`config.mk`:
```
export PLATFORM = sky130hd
export DESIGN_NAME = phct_mod
export DESIGN_NICKNAME = d
export VERILOG_FILES = /design/src/hdl/phct_mod.sv
export SDC_FILE = /design/constraint.sdc
export NUM_CORES = 1
export LEC_CHECK = 0
export ABC_CLOCK_PERIOD_IN_PS = 9100
export BUFFER_PORTS_ARGS = -buffer_cell sky130_fd_sc_hd__buf_2
export CAP_MARGIN = 20
export CORE_MARGIN = 10
export CORE_UTILIZATION = 40
export CTS_CLUSTER_DIAMETER = 200
export DETAILED_ROUTE_END_ITERATION = 12
export PLACE_DENSITY_LB_ADDON = 0.08
export REMOVE_ABC_BUFFERS = 1
export SLEW_MARGIN = 30
export SYNTH_ARGS = -nofsm -noshare
export SYNTH_HDL_FRONTEND = slang
export SYNTH_SLANG_ARGS = --single-unit
```
`constraint.sdc`:
```
create_clock -name clk -period 9.1 [get_ports clk]
set_input_delay 0.91 -clock clk [delete_from_list [all_inputs] [get_ports clk]]
set_output_delay 0.91 -clock clk [all_outputs]
set_load 0.01 [all_outputs]
```
`src/hdl/phct_mod.sv`:
```
// Multi-cycle remainder unit: four restoring steps per clock.
module phct_mod #(
  parameter int P  = 24,
  parameter int SW = 8
) (
  input  logic          clk,
  input  logic          rst,
  input  logic          start,
  input  logic [P-1:0]  dividend,
  input  logic [SW-1:0] divisor,
  output logic          done,
  output logic [SW-1:0] rem
);

  localparam int DIG  = 4;
  localparam int NCYC = (P + DIG - 1) / DIG;
  localparam int PP   = NCYC * DIG;
  localparam int CW   = $clog2(NCYC + 1);

  logic [PP-1:0] num;
  logic [SW-1:0] div_r;
  logic [CW-1:0] cnt;
  logic          busy;
  logic [SW-1:0] rem_next;

  // Four dependent compare-and-subtract steps on the partial remainder.
  always_comb begin
    logic [SW:0] t;
    rem_next = rem;
    for (int i = 0; i < DIG; i++) begin
      t = {rem_next, num[PP-1-i]};
      if (t >= {1'b0, div_r}) begin
        t = t - {1'b0, div_r};
      end
      rem_next = t[SW-1:0];
    end
  end

  // Sequencing of the digit steps.
  always_ff @(posedge clk) begin
    if (rst) begin
      busy <= 1'b0;
      done <= 1'b0;
      cnt  <= '0;
    end else begin
      if (start) begin
        num   <= PP'(dividend);
        div_r <= divisor;
        rem   <= '0;
        cnt   <= CW'(NCYC);
        busy  <= 1'b1;
        done  <= 1'b0;
      end else if (busy) begin
        rem  <= rem_next;
        num  <= num << DIG;
        cnt  <= cnt - 1'b1;
        done <= (cnt == CW'(1));
        if (cnt == CW'(1)) begin
          busy <= 1'b0;
        end
      end else begin
        done <= 1'b0;
      end
    end
  end

endmodule
```
==> results.txt, run 1 <==
The final cell area excluding filler cells came out at 4086 µm². The post-synthesis sequential area ratio came out at 0.3656. The via count of the first global-routing pass is 2824. The count of flip-flops with a built-in enable after synthesis came out at 40.

For hold timing, the worst endpoint is num[22]. The minimum setup slack among reg-to-reg paths is 0.62 ns. The synthesized area per cell is 10.72 µm².

The mean routed wirelength per cell is 17.04 µm. edfxtp_1 takes more of the synthesized area than any other cell. The critical path data arrival time came out at 8.61 ns. The maximum buffer depth of the clock tree is 2. The worst register-to-register path ends at rem[3]. The H-tree was split into 2 levels. The total of max-cap violations is 0.

The wire length of the first global-routing pass is 13730 µm. The worst-case clock skew came out at 0.01425 ns. After global routing the overflow that remains totals 0. The share of final-layout standard cells stronger than drive strength 1 is 0.3069. The post-synthesis async set-or-reset flop share came out at 0. The critical path's largest stage delay came out at 0.49 ns. The routed design could run at a clock period as short as 8.484 ns. The number of cells produced by synthesis came out at 332. The register clock-pin slew on the reported worst setup and hold paths is 0.09 ns.

The number of input and output port buffers inserted is 43. The global-route total usage across every layer came out at 0.1319. TritonCTS built the clock tree. The leading cell type in the layout, fill and taps excluded is buf_2. The total wirelength of the detailed-routed design is 8501 µm. The total of fill cells in the finished design came out at 841.

The synthesized cell area is 3560 µm². Headroom to the max-slew limit came out at 0.5751. The final-stage net count came out at 463.

The height of the chip is 114.3 µm. The startpoint identified for the worst register-to-register timing path is rem[5]. The via density per instance came out at 5.393. The TritonCTS buffer count is 5. The die is 114.3 µm wide. The area of the core region is 8678 µm².

The HPWL after detailed placement is 6841 µm. The count of cells along the worst register-to-register path is 32. The highest clock frequency the design can meet is 117.9 MHz. After detailed placement, the total cell area comes to 3958 µm². The number of placed I/O pins is 44. The most common cell type on the critical path is a21oi_1. The kind of end point of the critical path is a flip-flop. The die footprint came out at 13070 µm². The insertion delay to the later sink of the worst-skew pair is 0.30 ns. After detailed routing, the number of remaining DRC violations is 0.

Along the worst hold path, the cell count comes to 1. In this run the core area contains 34 standard-cell rows. The final count of pins violating max slew is 0. At the worst endpoint, the required time is 9.23 ns. The final hold violation count is 0.

The footprint of the multi-input gates is 2125 µm². Of the available clock period, the critical path in the final layout requires 0.9323. The synthesis-to-finish area growth came out at 14.80%. Across all setup checks in the final design, the least slack found is 0.6162 ns.

The number of antenna violations at the first check in global routing is 0. The worst hold path belongs to the class flip-flop to flip-flop. The number of DRC markers after the initial detailed-route iteration is 142.

The number of warnings reported in the yosys synthesis log came out at 0. The CTS root buffer is clkbuf_8. The most frequently used flop master after synthesis is edfxtp_1. For this configuration, the core starts out at a cell density of 0.4102. The flip-flop and latch count after synthesis came out at 45.

By area the synthesized netlist is led by edfxtp_1 (34%), ha_1 (12%), mux2_2 (11%). On the critical path, the stage with the largest delay is an instance of edfxtp_1. The post-synthesis cell type count is 52. The count of TritonRoute iterations in the first routing pass is 4. Along the worst path, the maximum fanout reaches 9. The detail route stage leaves a number of antenna-violating nets equal to 0.

Clock tree synthesis found a total of 45 sinks. The global placer's final weighted congestion came out at 0.8901. By startpoint and endpoint, the worst setup path is classified as flip-flop to flip-flop. The share of Yosys cell area claimed by the top area cell type is 0.3374. Entering global routing, the biggest net connects 33 pins. The count of inserted antenna diode cells came out at 0. The register cell area after layout is 1301 µm².

The number of vias in the routed layout is 2691. The worst hold path startpoint is num[18]. The kind of launch point of the worst setup path is a flip-flop. At the pin with the least slew margin, the transition time is 0.6374 ns. The number of hold buffers added after cts came out at 0. The run finished with clean final reports. The count of endpoints failing setup in the final report is 0. The setup slack after placement came out at 0.4386 ns. Leaving out fill and tap cells, the most frequent cells in the layout are buf_2 (43), edfxtp_1 (40), mux2_2 (34).
-- routing by layer --
layer / global-route usage / up-vias / share of wire
li1: - / 1343 / -
met1: 0.1589 / 1252 / 0.43
met2: 0.2115 / 73 / 0.46
met3: 0.03721 / 23 / 0.072
met4: 0.06433 / 0 / 0.043
met5: 0 / - / 0
-- registers in the layout (all words and copies together) (netlist names) --
register  flops
busy          1
div_r         8
done          1
rem           8
num          24
cnt           3
-- logic make-up after synthesis --
logic type,count (synthesis),synth area share
xor+xnor,19,0.04675
compound gates,69,0.1504
mux,47,0.1466
flops,45,0.3656
buf+inv,37,0.04323
simple gates,77,0.1054
fa+ha+maj,38,0.1420
-- final cells by class --
cell class	count	area share
clock inverters	3	0.004899
multi-input cells	250	0.5199
clock buffers	5	0.01684
well taps	108	0.03307
repair buffers	57	0.07838
flip-flops and latches	45	0.3184
inverters	31	0.02848
-- repair_timing --
action	CTS	global route
buffers inserted	0	3
gates resized for setup	0	5
endpoints found under the setup margin	0	8
-- metrics by stage --
| stage | hold slack (ns) | util | TNS (ns) | std cells |
|---|---|---|---|---|
| 3_5_place_dp | 0.5338 | 0.4560 | 0 | 488 |
| 2_1_floorplan | 0.4988 | - | 0 | 326 |
| 3_3_place_gp | 0.5282 | 0.4560 | 0 | 488 |
| 4_1_cts | 0.5553 | 0.4663 | 0 | 496 |
| 6_report | 0.5513 | 0.4709 | 0 | 499 |
| 5_1_grt | 0.5718 | 0.4709 | -0.0007399 | 499 |
-- cells in the mapped netlist, types with 2 or more instances --
cell and count:
o21a_1 2, nand4_1 5, o21ai_0 12, a211oi_4 2, xnor2_1 11, buf_1 2, xor2_1 8, nand3b_1 2
edfxtp_1 40, a21oi_2 2, mux2i_1 11, a211oi_2 3, nor3_1 6, a21boi_0 3, a21oi_1 17, o21bai_1 2
ha_1 34, nand2_1 27, nor3b_1 3, a21o_1 5, dfxtp_1 5, a31oi_1 3, a211oi_1 4, buf_6 2
and2_1 6, inv_1 31, nand3_1 3, clkbuf_1 2, mux2_2 34, fa_1 4, nor2_1 17, nor2b_1 4
-- worst max-delay path by stage --
stage | start | to | depth (start not counted)
finish | rem[5] | rem[3] | 32
CTS | rem[5] | rem[0] | 31
global route | rem[3] | rem[5] | 33
global placement | rem[5] | rem[0] | 31
detailed placement | rem[5] | rem[0] | 31
floorplan | rem[5] | rem[0] | 31
-- critical path: cells and delay by family (launching register included) --
kind / cells / cell delay [ns]
adders and majority gates: 4 / 1.25
buffers and inverters: 2 / 0.25
AOI/OAI and AO/OA: 16 / 3.92
muxes: 5 / 1.54
and+or+nand+nor: 5 / 0.85
DFF: 1 / 0.49
Power of run 1 is not shown: default switching activity piles up to over one toggle a cycle in this logic, so the estimate is an artifact.
==> inputs of run 2 (changes only) <==
--- a/config.mk
+++ b/config.mk
@@ -8,7 +8,7 @@
 export ABC_CLOCK_PERIOD_IN_PS = 9100
 export BUFFER_PORTS_ARGS = -buffer_cell sky130_fd_sc_hd__buf_2
 export CAP_MARGIN = 20
-export CORE_MARGIN = 10
+export CORE_MARGIN = 4
 export CORE_UTILIZATION = 40
 export CTS_CLUSTER_DIAMETER = 200
 export DETAILED_ROUTE_END_ITERATION = 12
==> run 2 against run 1 <==
  * Clock-buffer cell count is the same
  * Non-clock buffer count shrank 5
  * Cell count shrank 1.0%
  * Cell area grew 0.18%
==> results.txt, run 2 (synthesis gave the netlist of run 1 again) <==
The tree is rooted in a clkbuf_8. The height of the chip is 102.3 µm (-10%). Ranked by flip-flop count, first place goes to num.

The sum of negative setup slack is 0 ns (unchanged). The flip-flop count of the largest register, all copies and words added came out at 24 (unchanged). The global placer's final weighted congestion came out at 0.9157 (+2.9%). The required time of the critical path is 9.25 ns (+0.02 ns). The wire length of the first global-routing pass came out at 13400 µm (-2.4%). The placed cell count came to 486 (-0.41%). The max-slew headroom at the worst pin is 0.5712 (-0.003871). The share of final-layout standard cells stronger than drive strength 1 came out at 0.2979 (-0.008978). The number of hold buffers added after cts is 0 (unchanged).

The mean routed wirelength per cell came out at 16.41 µm (-3.7%). The global-route total usage across every layer is 0.1663 (+0.03444). The via count of the first global-routing pass came out at 2716 (-3.8%). The register clock-pin slew on the reported worst setup and hold paths came out at 0.09 ns (about the same).

The flow ran to the end, and the final reports show no timing, DRC or antenna violations. The largest registers in the layout are num (24), div_r (8), rem (8). The number of input and output port buffers inserted is 43 (unchanged).

The insertion delay to the later sink of the worst-skew pair came to 0.31 ns (about the same). The number of placed I/O pins is 44 (unchanged). The final critical delay including setup and external delays is 8.515 ns (+0.03083 ns). The total wirelength of the detailed-routed design is 8105 µm (-4.7%). The count of inserted antenna diode cells is 0 (unchanged).

The total of max-cap violations came out at 0 (unchanged). The worst hold margin is 0.5455 ns (-0.005706 ns). The number of DRC violations after detailed routing is 0 (unchanged). The worst-case clock skew is 0.009614 ns (-0.004634 ns). The final cell area excluding filler cells is 4094 µm² (+0.18%). The initial core utilization came to 0.4102 (unchanged).

On the critical path, the stage with the largest delay is an instance of edfxtp_1. The chip width came out at 102.3 µm (-10%). The number of vias in the routed layout came out at 2612 (-2.9%). The level count of the clock H-tree came out at 2 (unchanged). The start-to-end type of the worst setup path is flip-flop to flip-flop. The final count of pins violating max slew came out at 0 (unchanged). The final hold violation count is 0 (unchanged). The count of endpoints failing setup in the final report came out at 0 (unchanged). The area of the core region came out at 8678 µm² (unchanged). The number of DRC markers after the initial detailed-route iteration is 169 (+19%). The kind of end point of the critical path is a flip-flop. The post-route fraction of the period consumed by the critical path came out at 0.9357 (+0.003388). The number of placement rows is 34 (unchanged). The leading cell type in the layout, fill and taps excluded is buf_2. The maximum fanout along the worst path came out at 9 (unchanged). The TritonCTS buffer count came out at 5 (unchanged). The remaining global-route overflow came out at 0 (unchanged). The clock sink count came to 45 (unchanged). The non-filler instance count after layout came out at 494 (-1.0%). Setup repair after global routing left no endpoint under its margin. The kind of launch point of the worst setup path is a flip-flop. The die footprint is 10470 µm² (-20%). The antenna violation net count after detailed routing is 0 (unchanged). The number of antenna violations at the first check in global routing came out at 0 (unchanged). The highest clock frequency the design can meet came out at 117.4 MHz (-0.36%). The synthesis-to-finish area growth is 15.01%.

The count of TritonRoute iterations in the first routing pass came out at 4 (unchanged). The maximum buffer depth of the clock tree was 2 (unchanged). The critical path's largest stage delay came out at 0.51 ns (+0.02 ns). The via density per instance came to 5.287 (-2.0%).

The transition at the pin with the smallest max-transition slack is 0.6432 ns (+0.005806 ns). The critical path data arrival time came out at 8.66 ns (+0.05 ns). TritonCTS built the clock tree. The path category of the worst min-delay check is flip-flop to flip-flop.

The final-stage net count is 458 (-1.1%). In the layout the commonest cells are buf_2 (43), edfxtp_1 (40), mux2_2 (34), ha_1 (34), inv_1 (31). The instance area after placement came out at 3943 µm² (-0.38%).

The HPWL after detailed placement came to 6463 µm (-5.5%). The largest net degree at the start of global routing came out at 33 (unchanged).
run 2: layout make-up:
type                       instances  area [µm²]
timing repair buffer              52       282.8
clock buffer                       5       68.82
inverter                          31       116.4
clock inverter                     3       45.04
sequential                        45        1301
tap                              108       135.1
fill                             880        4584
multi-input combinational        250        2145
run 2: through the flow:
stage            util  setup WS [ns]
2_1_floorplan       -         0.7746
6_report       0.4717         0.5854
5_1_grt        0.4717        0.01076
4_1_cts        0.4674         0.2828
3_5_place_dp   0.4543         0.3107
3_3_place_gp   0.4543         0.5396
run 2: final timing paths:
kind | to | start | cells after the start | slack, ns
worst min-delay path | done | busy | 2 | 0.55
worst min register to register | done | busy | 2 | 0.55
worst max-delay path | rem[4] | rem[5] | 32 | 0.59
worst max register to register | rem[4] | rem[5] | 32 | 0.59
run 2: critical path, delay by kind of cell, from the launching register on:
family,cells,cell delay (ns)
AOI/OAI and AO/OA,16,3.84
and+or+nand+nor,5,0.96
muxes,5,1.46
buffers and inverters,2,0.28
adders and majority gates,4,1.31
DFF,1,0.51
run 2: repair_timing:
| action | 4_1_cts | 5_1_grt |
|---|---|---|
| resized for setup | 0 | 7 |
| buffers inserted | 0 | 0 |
| endpoints found under the setup margin | 0 | 8 |
run 2: metal layers:
metal  share of wire  GRT usage
met1            0.46     0.2170
met2            0.47     0.2739
met4           0.024    0.06054
met5               0          0
met3           0.050    0.03345
Power of run 2 is left out for the same reason.
